File: src/hw/rtl/bsfr_pkg.sv
// ----------------------------------------------------------------------------
// bsfr_pkg
// Shared types and constants of the bit stream frame receiver.
// ----------------------------------------------------------------------------
package bsfr_pkg;

  // Result kinds carried on the output tuser.
  typedef enum logic [2:0] {
    KIND_HEADER  = 3'd0,
    KIND_PAYLOAD = 3'd1,
    KIND_CHECK   = 3'd2,
    KIND_REJECT  = 3'd3,
    KIND_ACCEPT  = 3'd4
  } kind_e;

  // Configuration register indexes.
  typedef enum logic [2:0] {
    REG_PROBE_MODE   = 3'd0,
    REG_HIT_THRESH   = 3'd1,
    REG_REPEAT_ALLOW = 3'd2,
    REG_START_PAT    = 3'd3,
    REG_START_BUDGET = 3'd4
  } reg_idx_e;

  // Register reset values.
  localparam logic        ProbeModeRst   = 1'b1;
  localparam logic [31:0] HitThreshRst   = 32'd0;
  localparam logic [3:0]  RepeatAllowRst = 4'd4;
  localparam logic [7:0]  StartPatRst    = 8'd171;
  localparam logic [2:0]  StartBudgetRst = 3'd1;

  localparam logic [15:0] MinPayload     = 16'd46;
  localparam int unsigned LengthBits     = 16;

  typedef struct packed {
    logic        probe_mode;
    logic [31:0] hit_threshold;
    logic [3:0]  repeat_allowance;
    logic [7:0]  start_pattern;
    logic [2:0]  start_error_budget;
  } cfg_t;

  // Result item as held in the output register.
  typedef struct packed {
    kind_e       kind;
    logic [31:0] value;
    logic [10:0] payload_length;
    logic        length_clamped;
    logic        frame_last;
  } result_t;

endpackage

File: src/hw/rtl/bsfr_bit_slicer.sv
// ----------------------------------------------------------------------------
// bsfr_bit_slicer
// Turns each cycle count into a bit by a threshold compare and registers it.
// ----------------------------------------------------------------------------
module bsfr_bit_slicer
  import bsfr_pkg::*;
(
  input  logic        clk_i,
  input  logic        rst_ni,
  input  cfg_t        cfg_i,
  input  logic        s_valid_i,
  output logic        s_ready_o,
  input  logic [31:0] s_count_i,
  output logic        bit_valid_o,
  output logic        bit_o,
  input  logic        bit_take_i
);

  logic valid_q, valid_d;
  logic bit_q, bit_d;
  logic load;

  // mode 1: hit when fast (count <= threshold); mode 0: count >= threshold
  always_comb begin
    if (cfg_i.probe_mode) begin
      bit_d = (s_count_i <= cfg_i.hit_threshold);
    end else begin
      bit_d = (s_count_i >= cfg_i.hit_threshold);
    end
  end

  assign s_ready_o = !valid_q || bit_take_i;
  assign load      = s_valid_i && s_ready_o;
  assign valid_d   = load || (valid_q && !bit_take_i);

  always_ff @(posedge clk_i or negedge rst_ni) begin
    if (!rst_ni) begin
      valid_q <= 1'b0;
    end else begin
      valid_q <= valid_d;
    end
  end

  always_ff @(posedge clk_i) begin
    if (load) begin
      bit_q <= bit_d;
    end
  end

  assign bit_valid_o = valid_q;
  assign bit_o       = bit_q;

endmodule

File: src/hw/rtl/bsfr_deframer.sv
// ----------------------------------------------------------------------------
// bsfr_deframer
// Preamble hunt, start check, header/payload/check word assembly and the
// result register.
// ----------------------------------------------------------------------------
module bsfr_deframer
  import bsfr_pkg::*;
#(
  parameter int unsigned PREAMBLE_BITS = 56,
  parameter int unsigned MAX_PAYLOAD   = 1500,
  parameter int unsigned HEADER_BITS   = 112
) (
  input  logic    clk_i,
  input  logic    rst_ni,
  input  cfg_t    cfg_i,
  input  logic    bit_valid_i,
  input  logic    bit_i,
  output logic    bit_take_o,
  output logic    res_valid_o,
  input  logic    res_ready_i,
  output result_t res_o
);

  localparam logic [5:0]  PreLim   = 6'(PREAMBLE_BITS);
  localparam logic [6:0]  HdrLim   = 7'(HEADER_BITS);
  localparam logic [6:0]  LenStart = 7'(HEADER_BITS - 16);
  localparam logic [6:0]  HdrLast  = 7'(HEADER_BITS - 1);
  localparam logic [15:0] MaxLen   = LengthBits'(MAX_PAYLOAD);

  logic [5:0]  pre_cnt_q, pre_cnt_d;
  logic        prev_bit_q, prev_bit_d;
  logic [3:0]  rep_left_q, rep_left_d;
  logic [3:0]  sbit_idx_q, sbit_idx_d;
  logic [3:0]  serr_left_q, serr_left_d;
  logic [6:0]  hdr_idx_q, hdr_idx_d;
  logic [2:0]  bib_q, bib_d;
  logic [7:0]  byte_q, byte_d;
  logic [15:0] len_q, len_d;
  logic [10:0] pay_idx_q, pay_idx_d;
  logic [31:0] chk_q, chk_d;
  logic [5:0]  chk_idx_q, chk_idx_d;
  logic        clamp_q, clamp_d;

  logic        emit;
  kind_e       kind;
  logic [31:0] value;
  logic        last;
  logic [7:0]  byte_full;
  logic [31:0] chk_full;
  logic [15:0] len_shifted;
  logic        want;
  logic        out_free;
  logic        out_valid_q;
  result_t     out_q;

  assign byte_full   = byte_q | ({7'd0, bit_i} << (3'd7 - bib_q));
  assign chk_full    = chk_q | ({31'd0, bit_i} << (5'd31 - chk_idx_q[4:0]));
  assign len_shifted = {len_q[14:0], bit_i};
  assign want        = cfg_i.start_pattern[3'd7 - sbit_idx_q[2:0]];

  always_comb begin
    pre_cnt_d   = pre_cnt_q;
    prev_bit_d  = prev_bit_q;
    rep_left_d  = rep_left_q;
    sbit_idx_d  = sbit_idx_q;
    serr_left_d = serr_left_q;
    hdr_idx_d   = hdr_idx_q;
    bib_d       = bib_q;
    byte_d      = byte_q;
    len_d       = len_q;
    pay_idx_d   = pay_idx_q;
    chk_d       = chk_q;
    chk_idx_d   = chk_idx_q;
    clamp_d     = clamp_q;
    emit        = 1'b0;
    kind        = KIND_HEADER;
    value       = 32'd0;
    last        = 1'b0;

    if (pre_cnt_q < PreLim) begin
      if (pre_cnt_q == 6'd0) begin
        if (!cfg_i.probe_mode && bit_i) begin
          rep_left_d = 4'd0;
          prev_bit_d = 1'b1;
          pre_cnt_d  = 6'd1;
        end else if (cfg_i.probe_mode && !bit_i) begin
          rep_left_d = 4'd0;
          prev_bit_d = 1'b0;
          pre_cnt_d  = 6'd2;
        end
      end else if (bit_i != prev_bit_q) begin
        pre_cnt_d  = pre_cnt_q + 6'd1;
        prev_bit_d = bit_i;
        rep_left_d = cfg_i.repeat_allowance;
      end else if (rep_left_q == 4'd0) begin
        pre_cnt_d  = 6'd0;
        rep_left_d = cfg_i.repeat_allowance;
      end else begin
        pre_cnt_d  = pre_cnt_q + 6'd1;
        rep_left_d = rep_left_q - 4'd1;
      end
    end else if (sbit_idx_q < 4'd8) begin
      if (bit_i != want) begin
        serr_left_d = serr_left_q - 4'd1;
      end
      if (sbit_idx_q == 4'd7) begin
        emit = 1'b1;
        if (serr_left_d[3]) begin
          // budget overdrawn: back to the preamble hunt
          kind        = KIND_REJECT;
          pre_cnt_d   = 6'd0;
          rep_left_d  = cfg_i.repeat_allowance;
          sbit_idx_d  = 4'd0;
          serr_left_d = {1'b0, cfg_i.start_error_budget};
        end else begin
          kind       = KIND_ACCEPT;
          sbit_idx_d = 4'd8;
        end
      end else begin
        sbit_idx_d = sbit_idx_q + 4'd1;
      end
    end else if (hdr_idx_q < HdrLim) begin
      if (bib_q == 3'd7) begin
        emit   = 1'b1;
        kind   = KIND_HEADER;
        value  = {24'd0, byte_full};
        byte_d = 8'd0;
        bib_d  = 3'd0;
      end else begin
        byte_d = byte_full;
        bib_d  = bib_q + 3'd1;
      end
      if (hdr_idx_q >= LenStart) begin
        len_d = len_shifted;
      end
      if (hdr_idx_q == HdrLast) begin
        if (len_d < MinPayload) begin
          len_d = MinPayload;
        end
        if (len_d > MaxLen) begin
          len_d   = MaxLen;
          clamp_d = 1'b1;
        end
      end
      hdr_idx_d = hdr_idx_q + 7'd1;
    end else if ({5'd0, pay_idx_q} < len_q) begin
      // leftover header bits carry into the first payload byte
      if (bib_q == 3'd7) begin
        emit      = 1'b1;
        kind      = KIND_PAYLOAD;
        value     = {24'd0, byte_full};
        byte_d    = 8'd0;
        bib_d     = 3'd0;
        pay_idx_d = pay_idx_q + 11'd1;
      end else begin
        byte_d = byte_full;
        bib_d  = bib_q + 3'd1;
      end
    end else if (chk_idx_q < 6'd32) begin
      chk_d = chk_full;
      if (chk_idx_q == 6'd31) begin
        emit  = 1'b1;
        kind  = KIND_CHECK;
        value = chk_full;
        last  = 1'b1;
      end
      chk_idx_d = chk_idx_q + 6'd1;
    end else begin
      // trailing sample after the check word: restart, keep previous bit
      pre_cnt_d   = 6'd0;
      rep_left_d  = cfg_i.repeat_allowance;
      sbit_idx_d  = 4'd0;
      serr_left_d = {1'b0, cfg_i.start_error_budget};
      hdr_idx_d   = 7'd0;
      bib_d       = 3'd0;
      byte_d      = 8'd0;
      len_d       = 16'd0;
      pay_idx_d   = 11'd0;
      chk_d       = 32'd0;
      chk_idx_d   = 6'd0;
      clamp_d     = 1'b0;
    end
  end

  assign out_free   = !out_valid_q || res_ready_i;
  assign bit_take_o = bit_valid_i && (!emit || out_free);

  always_ff @(posedge clk_i or negedge rst_ni) begin
    if (!rst_ni) begin
      pre_cnt_q   <= 6'd0;
      prev_bit_q  <= 1'b0;
      rep_left_q  <= RepeatAllowRst;
      sbit_idx_q  <= 4'd0;
      serr_left_q <= {1'b0, StartBudgetRst};
      hdr_idx_q   <= 7'd0;
      bib_q       <= 3'd0;
      byte_q      <= 8'd0;
      len_q       <= 16'd0;
      pay_idx_q   <= 11'd0;
      chk_q       <= 32'd0;
      chk_idx_q   <= 6'd0;
      clamp_q     <= 1'b0;
      out_valid_q <= 1'b0;
    end else begin
      if (bit_take_o) begin
        pre_cnt_q   <= pre_cnt_d;
        prev_bit_q  <= prev_bit_d;
        rep_left_q  <= rep_left_d;
        sbit_idx_q  <= sbit_idx_d;
        serr_left_q <= serr_left_d;
        hdr_idx_q   <= hdr_idx_d;
        bib_q       <= bib_d;
        byte_q      <= byte_d;
        len_q       <= len_d;
        pay_idx_q   <= pay_idx_d;
        chk_q       <= chk_d;
        chk_idx_q   <= chk_idx_d;
        clamp_q     <= clamp_d;
      end
      if (bit_take_o && emit) begin
        out_valid_q <= 1'b1;
      end else if (res_ready_i) begin
        out_valid_q <= 1'b0;
      end
    end
  end

  always_ff @(posedge clk_i) begin
    if (bit_take_o && emit) begin
      out_q.kind       <= kind;
      out_q.value      <= value;
      out_q.frame_last <= last;
      if (hdr_idx_d >= HdrLim) begin
        out_q.payload_length <= len_d[10:0];
        out_q.length_clamped <= clamp_d;
      end else begin
        out_q.payload_length <= 11'd0;
        out_q.length_clamped <= 1'b0;
      end
    end
  end

  assign res_valid_o = out_valid_q;
  assign res_o       = out_q;

endmodule

File: src/hw/rtl/bit_stream_frame_receiver_core.sv
// ----------------------------------------------------------------------------
// bit_stream_frame_receiver_core
// Deframer for a stream of timing samples: preamble, start pattern, header,
// payload and check word.
// ----------------------------------------------------------------------------
// Each slave transaction carries one cycle count, which is sliced into one
// bit against hit_threshold (probe_mode 1: bit is 1 when count <= threshold;
// probe_mode 0: when count >= threshold). The receiver hunts for an
// alternating preamble of PREAMBLE_BITS bits (tolerating up to
// repeat_allowance repeated bits in a row), checks the 8-bit start_pattern
// within start_error_budget mismatches (tuser kind 3 on reject, 4 on
// accept), then sends header bytes (kind 0), payload bytes (kind 1) and the
// 32-bit check word (kind 2, tlast high). The payload length comes from the
// last 16 header bits, raised to 46 and saturated at MAX_PAYLOAD. The sample
// after the check word is dropped and the frame logic restarts. Most samples
// produce no master transaction. Throughput is one sample per clock while
// the master side keeps up; a sample that yields a result passes through
// the slicer's input register and then the result register before it is
// presented on the master side. The slave side keeps accepting while a
// result waits, until a second result is ready behind it. Configuration
// writes are taken every cycle and must only happen while the receiver is
// idle; indexes above 4 are ignored.
// ----------------------------------------------------------------------------
module bit_stream_frame_receiver_core
  import bsfr_pkg::*;
#(
  parameter int unsigned PREAMBLE_BITS = 56,
  parameter int unsigned MAX_PAYLOAD   = 1500,
  parameter int unsigned HEADER_BITS   = 112
) (
  input  logic        clk_i,
  input  logic        rst_ni,
  // configuration write channel
  input  logic        cfg_valid_i,
  output logic        cfg_ready_o,
  input  logic [2:0]  cfg_index_i,
  input  logic [31:0] cfg_data_i,
  // sample stream
  input  logic        s_axis_tvalid,
  output logic        s_axis_tready,
  input  logic [31:0] s_axis_tdata,   // [31:0] cycle_count
  // result stream
  output logic        m_axis_tvalid,
  input  logic        m_axis_tready,
  output logic [47:0] m_axis_tdata,   // [31:0] value, [42:32] payload_length,
                                      // [43] length_clamped, [47:44] zero
  output logic [2:0]  m_axis_tuser,   // [2:0] kind
  output logic        m_axis_tlast    // frame_last
);

  cfg_t    cfg_q;
  logic    bit_valid;
  logic    bit_val;
  logic    bit_take;
  result_t res;

  // Configuration registers; always ready, writes masked to field width.
  assign cfg_ready_o = 1'b1;

  always_ff @(posedge clk_i or negedge rst_ni) begin
    if (!rst_ni) begin
      cfg_q.probe_mode         <= ProbeModeRst;
      cfg_q.hit_threshold      <= HitThreshRst;
      cfg_q.repeat_allowance   <= RepeatAllowRst;
      cfg_q.start_pattern      <= StartPatRst;
      cfg_q.start_error_budget <= StartBudgetRst;
    end else if (cfg_valid_i) begin
      unique case (cfg_index_i)
        REG_PROBE_MODE:   cfg_q.probe_mode         <= cfg_data_i[0];
        REG_HIT_THRESH:   cfg_q.hit_threshold      <= cfg_data_i;
        REG_REPEAT_ALLOW: cfg_q.repeat_allowance   <= cfg_data_i[3:0];
        REG_START_PAT:    cfg_q.start_pattern      <= cfg_data_i[7:0];
        REG_START_BUDGET: cfg_q.start_error_budget <= cfg_data_i[2:0];
        default: ;
      endcase
    end
  end

  // Stage 1: threshold compare into the input register.
  bsfr_bit_slicer u_slicer (
    .clk_i       (clk_i),
    .rst_ni      (rst_ni),
    .cfg_i       (cfg_q),
    .s_valid_i   (s_axis_tvalid),
    .s_ready_o   (s_axis_tready),
    .s_count_i   (s_axis_tdata),
    .bit_valid_o (bit_valid),
    .bit_o       (bit_val),
    .bit_take_i  (bit_take)
  );

  // Stage 2: frame state update into the result register.
  bsfr_deframer #(
    .PREAMBLE_BITS (PREAMBLE_BITS),
    .MAX_PAYLOAD   (MAX_PAYLOAD),
    .HEADER_BITS   (HEADER_BITS)
  ) u_deframer (
    .clk_i       (clk_i),
    .rst_ni      (rst_ni),
    .cfg_i       (cfg_q),
    .bit_valid_i (bit_valid),
    .bit_i       (bit_val),
    .bit_take_o  (bit_take),
    .res_valid_o (m_axis_tvalid),
    .res_ready_i (m_axis_tready),
    .res_o       (res)
  );

  assign m_axis_tdata = {4'd0, res.length_clamped, res.payload_length, res.value};
  assign m_axis_tuser = res.kind;
  assign m_axis_tlast = res.frame_last;

endmodule

File: config.mk
export PLATFORM = sky130hd
export DESIGN_NAME = bit_stream_frame_receiver_core
export DESIGN_NICKNAME = d
export VERILOG_FILES = /design/src/hw/rtl/bsfr_pkg.sv /design/src/hw/rtl/bsfr_bit_slicer.sv /design/src/hw/rtl/bsfr_deframer.sv /design/src/hw/rtl/bit_stream_frame_receiver_core.sv
export SDC_FILE = /design/constraint.sdc
export NUM_CORES = 1
export LEC_CHECK = 0
export ABC_AREA = 1
export BUFFER_PORTS_ARGS = -buffer_cell sky130_fd_sc_hd__buf_2
export CAP_MARGIN = 20
export CORE_ASPECT_RATIO = 0.7
export CORE_MARGIN = 3
export CORE_UTILIZATION = 35
export CTS_CLUSTER_SIZE = 25
export DETAILED_ROUTE_END_ITERATION = 6
export PLACE_DENSITY = 0.5
export SETUP_SLACK_MARGIN = 0.4
export SYNTH_ARGS = -nofsm -noshare
export SYNTH_HDL_FRONTEND = slang
export SYNTH_SLANG_ARGS = --single-unit
File: constraint.sdc
create_clock -name clk_i -period 9.4 [get_ports clk_i]
set_input_delay 0.94 -clock clk_i [delete_from_list [all_inputs] [get_ports clk_i]]
set_output_delay 0.94 -clock clk_i [all_outputs]
set_load 0.02 [all_outputs]
# Word-level counts from Yosys, hierarchy flattened
# Index checks and enable logic that the tools add are counted.
totals:
  out_inout_bits: 55
  elab_cells: 228
  regBits: 202
  inputBits: 72
op_classes:
  n_mux: 110
  n_lt_le_gt_ge: 12
  add_sub_neg: 11
  bitwise: 6
  shifts: 2
  n_reduce_logical: 35
  eq_ne: 25
ops:
  columns: ["operator", "count"]
  rows:
  - ["$mux W16", 14]
  - ["$mux W32", 5]
  - ["$mux W4", 26]
  - ["$mux W6", 13]
  - ["$mux W11", 5]
  - ["$mux W8", 5]
  - ["$mux W7", 5]
  - ["$mux W3", 11]
  - ["$ge A32 B32 Y1", 1]
  - ["$le A32 B32 Y1", 1]
  - ["$or A32 B32 Y32", 1]
  - ["$shl A1 B5 Y32", 1]
  - ["$mux W1", 24]
  - ["$gt A16 B11 Y1 const B", 1]
  - ["$lt A11 B16 Y1", 1]
  - ["$lt A16 B6 Y1 const B", 1]
  - ["$reduce_and A5 Y1", 3]
  - ["$ge A7 B7 Y1 const B", 2]
  - ["$ne A2 B1 Y1 const B", 7]
  - ["$add A6 B1 Y6 const B", 2]
  - ["$lt A6 B6 Y1 const B", 2]
  - ["$ne A3 B1 Y1 const B", 4]
  - ["$add A11 B1 Y11 const B", 1]
  - ["$reduce_and A2 Y1", 5]
  - ["36 further kinds", 60]

# Logic depth before layout (Yosys ltp)
# Gate-level depths: netlist (run 1).
depth:
  ltp_word: 17
  depth_mapped: 19

# Hierarchy
# A second synthesis (run 1) with hierarchy kept.
hier_totals:
  hier_cells: 1539
  hier_area_um2: 11823.8
modules_own_cells:
  columns: ["mod", "instances", "area_each_um2", "cells_each"]
  rows:
  - ["bsfr_deframer", 1, 8822.2, 1158]
  - ["bit_stream_frame_receiver_core", 1, 2038.2, 228]
  - ["bsfr_bit_slicer", 1, 963.4, 153]

# Worst setup path before layout (run 1)
# No wires, ideal clock.
synth_timing:
  kind: "flip-flop to flip-flop"
  startpoint: "register u_deframer.len_q[10]"
  endpoint: "register u_deframer.out_q, in the netlist u_deframer.res_o[0] (enable)"
  path_stages_with_launch: 12
  required_time_ns: 8.998
  slack_ns: 6.214
  synth_period_minus_slack_ns: 3.186
  setup_time_ns: 0.402
  t_arrival_ns: 2.783
  path_cell_list: "dfrtp_1 > inv_1 > ha_1 > nand3_1 > a211o_1 > nand2_1 > nand2_1 > nand3_2 > nand2_4 > a21boi_4 > nand2_1 > inv_1"
synth_between:
  elab_chain_len: 9
synth_lines:
  columns: ["element", "line", "source"]
  rows:
  - ["start: declaration", "bsfr_deframer.sv:38", "logic [15:0] len_q, len_d;"]
  - ["start signal: assignment", "bsfr_deframer.sv:214", "len_q <= len_d;"]
  - ["$lt A11 B16 Y1 *", "bsfr_deframer.sv:146", "end else if ({5'd0, pay_idx_q} < len_q) begin"]
  - ["$mux W1 *", "bsfr_deframer.sv:146", null]
  - ["$mux W1 *", "bsfr_deframer.sv:122", "end else if (hdr_idx_q < HdrLim) begin"]
  - ["$mux W1 *", "bsfr_deframer.sv:102", "end else if (sbit_idx_q < 4'd8) begin"]
  - ["$mux W1 *", "bsfr_deframer.sv:80", "if (pre_cnt_q < PreLim) begin"]
  - ["$logic_not A1 Y1", "bsfr_deframer.sv:186", "assign bit_take_o = bit_valid_i && (!emit || out_free);"]
  - ["$logic_or A1 B1 Y1", "bsfr_deframer.sv:186", null]
  - ["$logic_and A1 B1 Y1", "bsfr_deframer.sv:186", null]
  - ["$logic_and A1 B1 Y1 *", "bsfr_deframer.sv:229", "if (bit_take_o && emit) begin"]
  - ["end: declaration", "bsfr_deframer.sv:54", "result_t out_q;"]
# Mark *: on every way between the ends. The rest lies on a longest branch, timed or not.
# A chain may end at the register's enable or synchronous reset.

# Worst setup path in the final report (run 1)
layout_timing:
  startpoint: "register u_deframer.chk_idx_q[4]"
  endpoint: "output s_axis_tready"
layout_between:
  elab_chain_len: 11
  word_cells_on_any_way: 12
layout_lines:
  columns: ["element", "line", "source"]
  rows:
  - ["start: declaration", "bsfr_deframer.sv:41", "logic [5:0] chk_idx_q, chk_idx_d;"]
  - ["start signal: assignment", "bsfr_deframer.sv:217", "chk_idx_q <= chk_idx_d;"]
  - ["parallel branches: the longest is 2 deep, another holds $lt A6 B6 Y1", null, null]
  - ["$mux W1 *", null, null]
  - ["$mux W1 *", "bsfr_deframer.sv:146", null]
  - ["$mux W1 *", "bsfr_deframer.sv:122", null]
  - ["$mux W1 *", "bsfr_deframer.sv:102", null]
  - ["$mux W1 *", "bsfr_deframer.sv:80", null]
  - ["$logic_not A1 Y1 *", "bsfr_deframer.sv:186", null]
  - ["$logic_or A1 B1 Y1 *", "bsfr_deframer.sv:186", null]
  - ["$logic_and A1 B1 Y1 *", "bsfr_deframer.sv:186", null]
  - ["$logic_or A1 B1 Y1 *", "bsfr_bit_slicer.sv:32", "assign s_ready_o = !valid_q || bit_take_i;"]
  - ["end: declaration", "bit_stream_frame_receiver_core.sv:40", "output logic s_axis_tready,"]
# Every way passes the cells marked *.

==> results.ini, run 1 <==
[place]
place_inst = 1891
place_congestion = 0.8943
dp_hpwl_mm = 20.96
portBuffers = 121
dp_slack_ps = 5669

[cts]
clk_pin_slew_ps = 60
post_cts_resized = 0
hold_buffers = 0
cts_sinks = 202
root_buffer = clkbuf_16
insertion_delay_ps = 540
post_cts_buffers = 0
cts.path.max_buffers = 3
tritoncts = built
htreeDepth = 1
cts_buffers = 23

[cells_and_area]
final_cell_mix = nand2_1 (340), inv_1 (170), dfrtp_1 (143)
stdcell_count = 1934
fin_nets = 1623
drive_gt1_share_pct = 14.27
final_common_cell = nand2_1
n_antenna_cell = 0
fill_cells = 3282
synthToLayoutAreaGrowth_pct = 14.50

[detailed_routing]
drt_iter0_markers = 757
wire_per_inst_um = 15.17
vias = 9271
antenna_left = 0
drc = 0
wl_met3_mm = 1.409
drt-total-wl_mm = 29.34
wl_met2_mm = 12.14
via_per_inst = 4.794
highest_layer = met4
m1WireLength_mm = 15.41
firstDrtPassIters = 5

[pwr]
total_leakage_power_nw = 6.223
powerDensity_mw_per_mm2 = 171.7
ir_drop_uv = 94.75

[global_route]
grt_pass1_wl_mm = 47.95
grtUsageTotal_pct = 17.43
grt_antenna_before_repair = 0
grt_overflow = 0
grt_pass1_vias = 8937
grt_max_degree = 90

[synth]
synth-compound-area-share_pct = 13.38
synth_area_leaders = dfrtp_1 (32%), edfxtp_1 (13%), nand2_1 (11%)
syn_area_per_cell_um2 = 8.020
synthAdderAreaFrac_pct = 6.022
synth.largest_area_cell = dfrtp_1
synth_cell_types = 50
synth_warnings = 0
synth_top_family_by_area = simple AND/OR/NAND/NOR gates
syn_inst = 1399
ys_ff_latch = 202
syn-cell-area_mm2 = 0.01122
yosysTopAreaCellShare_pct = 31.89
synth-xor-area-share_pct = 1.171
synthSimpleGateAreaFrac_pct = 23.25
synthMuxAreaShare_pct = 0
ys_seq_area_share_pct = 47.35

[sta]
hold_viol = 0
min_period_ps = 4286
fin_crit_sh_pct = 45.59
worstMarginPinSlew_ps = 988.5
setup_viol = 0
fmax_ghz = 0.2333
rsz0062_at_grt = false
setup_tns_ps = 0
hold_ws_ps = 469.4
skew_ps = 28.64
setup_ws_ps = 5114
slew_violations = 0
maxSlewHeadroom_pct = 33.94

[job]
drv_cap = 0

[worst_setup_path]
slowest_delay_ps = 770
crit_required_ps = 8460
crit_type = reg2out
cp-start-kind = flop
crit_path_start = u_deframer.chk_idx_q[4]$_DFFE_PN0P_
crit_path_max_fanout = 19
timing.rr.start = u_deframer.len_q[10]$_DFFE_PN0P_
crit_chain = clkinv_1, nor2_1, inv_1, nor2_1, inv_1, nor2_2, a21oi_1, nand2_4, nand3_1, buf_2
arrival_ps = 3350
endpoint_kind = output pin
cp_slowest_cell = dfrtp_1

[die]
io-pin-count = 127
dieArea_mm2 = 0.03427
rows = 54
die_h_um = 155.8
start_util_pct = 35.79
core_mm2 = 0.03135
dieWidth_um = 220.0

[min_path]
hp-class = reg2reg
hold_start = u_deframer.serr_left_q[0]$_DFFE_PN1P_

[run_status]
status = complete, no violations

-- where the power goes --
part	internal, mW	switching [mW]
combinational	0.121	0.200
sequential	0.958	0.0380
clock	0.510	0.380
total	1.59	0.618
-- cells by family after synthesis --
family	after synthesis
flip-flops	202
buffers and inverters	236
AO/OA/AOI/OAI	278
AND/OR/NAND/NOR	612
adder cells (fa/ha/maj)	54
other	2
XOR/XNOR	15
-- metal layers --
layer | vias up | track usage [%]
met5 | - | 0
met4 | 0 | 2.972
met3 | 30 | 2.842
met2 | 182 | 25.60
met1 | 4303 | 27.26
li1 | 4756 | -
-- final cells by class --
cell class | instances | area (µm²) | area share (%)
Inverter | 180 | 680.7 | 5.299
Timing Repair Buffer | 126 | 661.9 | 5.152
Clock inverter | 10 | 77.57 | 0.6039
Clock buffer | 32 | 649.4 | 5.055
Multi-Input combinational cell | 964 | 4938 | 38.44
Tap cell | 420 | 525.5 | 4.091
Sequential cell | 202 | 5313 | 41.36
-- critical path, delay by kind of cell, from the launching register on --
| kind | cells | cell delay (ps) |
|---|---|---|
| buf+inv | 4 | 1090 |
| simple gates | 5 | 850 |
| flops | 1 | 770 |
| compound gates | 1 | 110 |
-- synthesized netlist by cell type (all sizes together) --
library cell    n
inv           179
o21ai         163
a211o           1
o21bai          9
o211ai          2
a31o            1
a21boi          1
nor4            4
o21a            4
nor3b           1
o22ai           3
a211oi          2
xor2           11
buf            35
nor2          131
conb            2
a22oi           4
nand4          16
o41ai           1
nand3          76
or2            19
a31oi           3
dfstp          10
xnor2           4
o2111ai         1
a21oi          76
clkbuf         21
a221oi          1
ha             54
dfrtp         143
a21o            4
clkinv          1
edfxtp         49
nor3           12
nand3b          5
and3            1
nand2         347
o32ai           1
a22o            1
-- worst paths after layout --
path	endpoint	slack, ps	cells past startpoint
max	s_axis_tready	5110	10
min	u_deframer.serr_left_q[0]$_DFFE_PN1P_	470	2
max reg2reg	u_deframer.res_o[4]$_SDFFCE_PN0P_	5760	12
min reg2reg	u_deframer.serr_left_q[0]$_DFFE_PN1P_	470	2
max in group asynchronous	u_deframer.chk_idx_q[4]$_DFFE_PN0P_	7520	2
min in group asynchronous	cfg_q[26]$_DFFE_PN0P_	490	1
-- through the flow --
step / instance area [µm²] / power, mW / utilization, %
floorplan: 11230 / 1.238 / -
global placement: 12100 / 1.329 / 38.59
detailed placement: 12100 / 1.335 / 38.59
CTS: 12830 / 2.236 / 40.91
global route: 12850 / 2.338 / 40.98
finish: 12850 / 2.206 / 40.98
-- registers in the layout, summed over array words and instances (netlist names) --
name,count
u_deframer.res_valid_o,1
u_deframer.chk_q,32
u_deframer.rep_left_q,4
u_deframer.serr_left_q,4
u_deframer.prev_bit_q,1
u_deframer.chk_idx_q,6
u_deframer.byte_q,8
u_deframer.clamp_q,1
cfg_q,48
u_deframer.res_o,48
u_deframer.pay_idx_q,11
u_deframer.hdr_idx_q,7
u_deframer.bib_q,3
u_deframer.len_q,16
u_slicer.bit_o,1
u_deframer.sbit_idx_q,4
u_slicer.bit_valid_o,1
u_deframer.pre_cnt_q,6
Power figures use the tool's default switching activity.
==> run 2, diff against run 1 <==
==> constraint.sdc (replaced) <==
create_clock -name clk_i -period 4.3 [get_ports clk_i]
set_input_delay 0.43 -clock clk_i [delete_from_list [all_inputs] [get_ports clk_i]]
set_output_delay 0.43 -clock clk_i [all_outputs]
set_load 0.02 [all_outputs]
==> run 2 against run 1 <==
Worst setup slack got worse by 4400 ps; clock skew decreased by 6.5 ps; first-iteration DRC count increased by 2.0%; power increased by 110%; die area unchanged; clock power increased by 110%; final cell count about the same; utilization increased by 0.064 points; critical path type unchanged; critical endpoint unchanged.
==> results.ini, run 2 (synthesis gave the netlist of run 1 again) <==
[sta]
skew_ps = 22.16
fin_crit_sh_pct = 82.75
setup_ws_ps = 741.7
worstMarginPinSlew_ps = 860.1
slew_violations = 0
fmax_ghz = 0.2810
rsz0062_at_grt = false
setup_tns_ps = 0
hold_viol = 0
maxSlewHeadroom_pct = 42.66
min_period_ps = 3558
setup_viol = 0

[detailed_routing]
firstDrtPassIters = 7
vias = 9319
antenna_left = 0
wire_per_inst_um = 15.26
drt-total-wl_mm = 29.52
drc = 0
drt_iter0_markers = 772
via_per_inst = 4.816

[die]
dieArea_mm2 = 0.03427
rows = 54
dieWidth_um = 220.0
die_h_um = 155.8
core_mm2 = 0.03135
io-pin-count = 127
start_util_pct = 35.79

[pwr]
total_leakage_power_nw = 6.229
power_mw = 4.709
powerDensity_mw_per_mm2 = 366.0
ir_drop_uv = 266.5

[place]
portBuffers = 121
place_congestion = 0.8538
dp_slack_ps = 1013
place_inst = 1894
placed_cell_area_mm2 = 0.01216
dp_hpwl_mm = 21.38

[cts]
cts_sinks = 202
insertion_delay_ps = 530
post_cts_resized = 0
clk_pin_slew_ps = 60
post_cts_buffers = 0
cts_buffers = 22
cts.path.max_buffers = 3
htreeDepth = 1
hold_buffers = 0
root_buffer = clkbuf_16
tritoncts = built

[cells_and_area]
design_area_mm2 = 0.01287
fin_nets = 1625
stdcell_count = 1935
synthToLayoutAreaGrowth_pct = 14.68
n_antenna_cell = 0
final_common_cell = nand2_1
fill_cells = 3208
final_cell_mix = nand2_1 (340), inv_1 (170), dfrtp_1 (143)
drive_gt1_share_pct = 14.32

[global_route]
grt_pass1_wl_mm = 48.31
grt_overflow = 0
grtUsageTotal_pct = 17.55
grt_antenna_before_repair = 0
grt_max_degree = 87
grt_pass1_vias = 8898

[worst_setup_path]
cp-start-kind = flop
crit_path_end = s_axis_tready
rr_endpoint = u_deframer.pay_idx_q[3]$_DFFE_PN0P_
crit_type = reg2out
endpoint_kind = output pin
r2r_slack_ps = 960
arrival_ps = 3130
crit_path_start = u_deframer.hdr_idx_q[5]$_DFFE_PN0P_
timing.rr.start = u_deframer.hdr_idx_q[5]$_DFFE_PN0P_
crit_path_max_fanout = 28
reg2regPathDepth = 12
crit_required_ps = 3870

[min_path]
hp-class = in2async

[run_status]
status = complete, no violations

[job]
drv_cap = 0

run 2: changes by cell type in the layout (fill, tap and decap cells not counted), sizes merged:
cell,previous run,this run
buf,126,129
clkbuf,32,30
clkinv,9,10
inv,180,179
run 2: worst min path at each step:
stage | to | slack, ps | depth (start not counted)
4_1_cts | u_deframer.pay_idx_q[2]$_DFFE_PN0P_ | 30 | 1
3_5_place_dp | u_deframer.byte_q[7]$_DFFE_PN0P_ | 470 | 2
5_1_grt | cfg_q[26]$_DFFE_PN0P_ | 60 | 1
6_report | u_deframer.pay_idx_q[2]$_DFFE_PN0P_ | 10 | 1
3_3_place_gp | u_deframer.byte_q[2]$_DFFE_PN0P_ | 460 | 2
2_1_floorplan | cfg_q[11]$_DFFE_PN0P_ | 130 | 0
run 2: per-layer routing:
| metal | wire length, µm | track usage (%) |
|---|---|---|
| met5 | 0 | 0 |
| met4 | 433 | 3.156 |
| met3 | 1579 | 3.270 |
| met2 | 11940 | 25.18 |
| met1 | 15560 | 27.62 |
run 2: through the flow:
stage / util, % / hold WS (ps)
after global placement: 38.79 / 459.1
after global routing: 41.04 / 57.68
final: 41.04 / 14.90
after floorplan: - / 134.4
after detailed placement: 38.79 / 466.3
after CTS: 40.98 / 31.58
run 2: where the power goes:
part | total, mW | switching, mW | internal, mW
combinational | 0.696 | 0.430 | 0.267
sequential | 2.17 | 0.0798 | 2.09
clock | 1.84 | 0.796 | 1.04
run 2: layout make-up:
type	instances	area (µm²)	area share, %
tap	420	525.5	4.084
inverter	180	680.7	5.290
clock inverter	10	86.33	0.6710
multi-input combinational	964	4938	38.38
clock buffer	30	600.6	4.668
sequential	202	5313	41.29
timing repair buffer	129	721.9	5.611
run 2: worst max-delay path, cell delays in order (launching register included):
cell     delay, ps
dfrtp_1        570
nand2_2        410
nor2_1         450
inv_2          190
nor2_2         150
inv_2           60
nor2_2          90
a21oi_1        130
nand2_4        150
nand3_1        170
buf_2          230
==> run 3, diff against run 2 <==
==> constraint.sdc (replaced) <==
create_clock -name clk_i -period 3.5 [get_ports clk_i]
set_input_delay 0.35 -clock clk_i [delete_from_list [all_inputs] [get_ports clk_i]]
set_output_delay 0.35 -clock clk_i [all_outputs]
set_load 0.02 [all_outputs]
==> run 3 against run 2 <==
Final area is 1.3% higher; utilization is 0.51 points higher; first-iteration DRC count is 25% lower; die area stayed put; clock power is 21% higher; worst hold slack better by 27 ps; worst setup slack worse by 170 ps; power is 23% higher; highest routed layer unchanged.
==> results.ini, run 3 (synthesis gave the netlist of run 1 again) <==
[pwr]
p_sw_mw = 1.641
clkPwrFrac_pct = 38.6
powerDensity_mw_per_mm2 = 443.3
p_seq_share_pct = 46.2
swShare_pct = 28.42
combPwrFrac_pct = 15.2
total_leakage_power_nw = 6.280
power_mw = 5.775
ir_drop_uv = 273.7
intPower_mw = 4.134

[global_route]
grtUsageTotal_pct = 17.86
grt_pass1_vias = 9208
grt_antenna_before_repair = 0
grt_overflow = 0
grt_max_degree = 77
grt_pass1_wl_mm = 49.09

[worst_setup_path]
crit_type = reg2out
r2r_slack_ps = 700
crit_top_cell = nand2_1
crit_required_ps = 3150
rr_endpoint = u_deframer.res_o[10]$_SDFFCE_PN0P_
timing.rr.start = u_deframer.hdr_idx_q[5]$_DFFE_PN0P_
crit_chain = inv_1, ha_1, a21oi_1, o21a_1, nand2_1, nand2_1, nand2_1, nand2_2, nand3_4, nand2_4, nand3_1, buf_4
crit_path_max_fanout = 4
reg2regPathDepth = 13
arrival_ps = 2570
critPathBufInv = 2
critical-path-top-delay-family = simple AND/OR/NAND/NOR gates
endpoint_kind = output pin
cp_slowest_cell = dfrtp_1
cp-start-kind = flop
slowest_delay_ps = 390

[sta]
min_period_ps = 2924
hold_viol = 0
setup_tns_ps = 0
rsz0062_at_grt = true
slew_violations = 0
maxSlewHeadroom_pct = 49.26
setup_viol = 0
fmax_ghz = 0.3420
fin_crit_sh_pct = 83.55
setup_ws_ps = 575.8
worstMarginPinSlew_ps = 761.1
skew_ps = 9.279

[die]
dieWidth_um = 220.0
die_h_um = 155.8
io-pin-count = 127
core_mm2 = 0.03135
rows = 54
start_util_pct = 35.79
dieArea_mm2 = 0.03427

[cts]
cts_buffers = 23
clk_pin_slew_ps = 60
tritoncts = built
insertion_delay_ps = 520
root_buffer = clkbuf_16
cts.path.max_buffers = 3
cts_sinks = 202
htreeDepth = 1

[place]
place_inst = 1907
place_congestion = 0.8149
portBuffers = 121
dp_hpwl_mm = 21.66
dp_slack_ps = 520.4
placed_cell_area_mm2 = 0.01226

[detailed_routing]
firstDrtPassIters = 7
vias = 9333
antenna_left = 0
drt-total-wl_mm = 30.00
wire_per_inst_um = 15.36
via_per_inst = 4.779
drt_iter0_markers = 580
drc = 0

[cells_and_area]
fill_cells = 3273
design_area_mm2 = 0.01303
drive_gt1_share_pct = 15.59
final_common_cell = nand2_1
synthToLayoutAreaGrowth_pct = 16.11
final_cell_mix = nand2_1 (338), inv_1 (170), dfrtp_1 (138)
n_antenna_cell = 0
fin_nets = 1643
stdcell_count = 1953

[min_path]
hold_start = s_axis_tvalid
whs_endpoint = u_slicer.bit_valid_o$_DFF_PN0_
hold_depth = 3
hp-class = in2reg

[run_status]
status = complete, no violations

[job]
drv_cap = 0

[run 3: tightest hold or removal path: cells and delay by family]
kind | cells | cell delay, ps
buf+inv | 2 | 120
simple gates | 1 | 50
[run 3: worst max-delay path by stage]
stage                                             start  cells past startpoint                            endpoint  slack, ps
floorplan           u_deframer.pay_idx_q[7]$_DFFE_PN0P_                     12   u_deframer.res_o[0]$_SDFFCE_PP0P_        700
global placement       u_deframer.len_q[10]$_DFFE_PN0P_                     12  u_deframer.res_o[42]$_SDFFCE_PP0P_        540
detailed placement      u_deframer.len_q[3]$_DFFE_PN0P_                     15  u_deframer.res_o[42]$_SDFFCE_PP0P_        520
CTS                 u_deframer.pay_idx_q[7]$_DFFE_PN0P_                     11                       s_axis_tready        460
global route        u_deframer.pay_idx_q[7]$_DFFE_PN0P_                     11                       s_axis_tready        380
finish                  u_deframer.len_q[7]$_DFFE_PN0P_                     12                       s_axis_tready        580
[run 3: power groups by stage]
stage          clock network [mW]  logic [mW]  registers (mW)
2_1_floorplan                   0       0.648            2.68
3_3_place_gp                    0       0.862            2.71
3_5_place_dp                    0       0.878            2.71
4_1_cts                      2.30       0.881            2.67
5_1_grt                      2.40        1.05            2.69
6_report                     2.23       0.879            2.67
[run 3: what timing repair did]
action | in CTS | in global routing
hold endpoints to repair | 65 | 0
gates resized for setup | 0 | 11
hold buffers | 1 | 0
setup endpoints to repair | 1 | 71
pin swaps | 1 | 1
setup buffers | 1 | 2
[run 3: stage by stage]
step | utilization (%) | hold WS [ps]
floorplan | - | 54.41
global placement | 39.11 | 436.3
detailed placement | 39.11 | 444.8
CTS | 41.31 | 13.94
global route | 41.55 | 38.07
finish | 41.55 | 41.91
[run 3: per-layer routing]
metal | track usage [%] | vias to the layer above | routed length [µm]
li1 | - | 4791 | -
met1 | 27.27 | 4341 | 15710
met2 | 25.84 | 169 | 12110
met3 | 4.244 | 32 | 1695
met4 | 3.401 | 0 | 486
met5 | 0 | - | 0
[run 3: final cells by class]
| type | count | area [µm²] | share of cell area [%] |
|---|---|---|---|
| Inverter | 180 | 684.4 | 5.254 |
| Tap cell | 420 | 525.5 | 4.034 |
| Clock buffer | 28 | 604.3 | 4.639 |
| Multi-Input combinational cell | 964 | 4955 | 38.03 |
| Sequential cell | 202 | 5319 | 40.83 |
| Timing Repair Buffer | 146 | 870.8 | 6.685 |
| Clock inverter | 13 | 68.82 | 0.5282 |
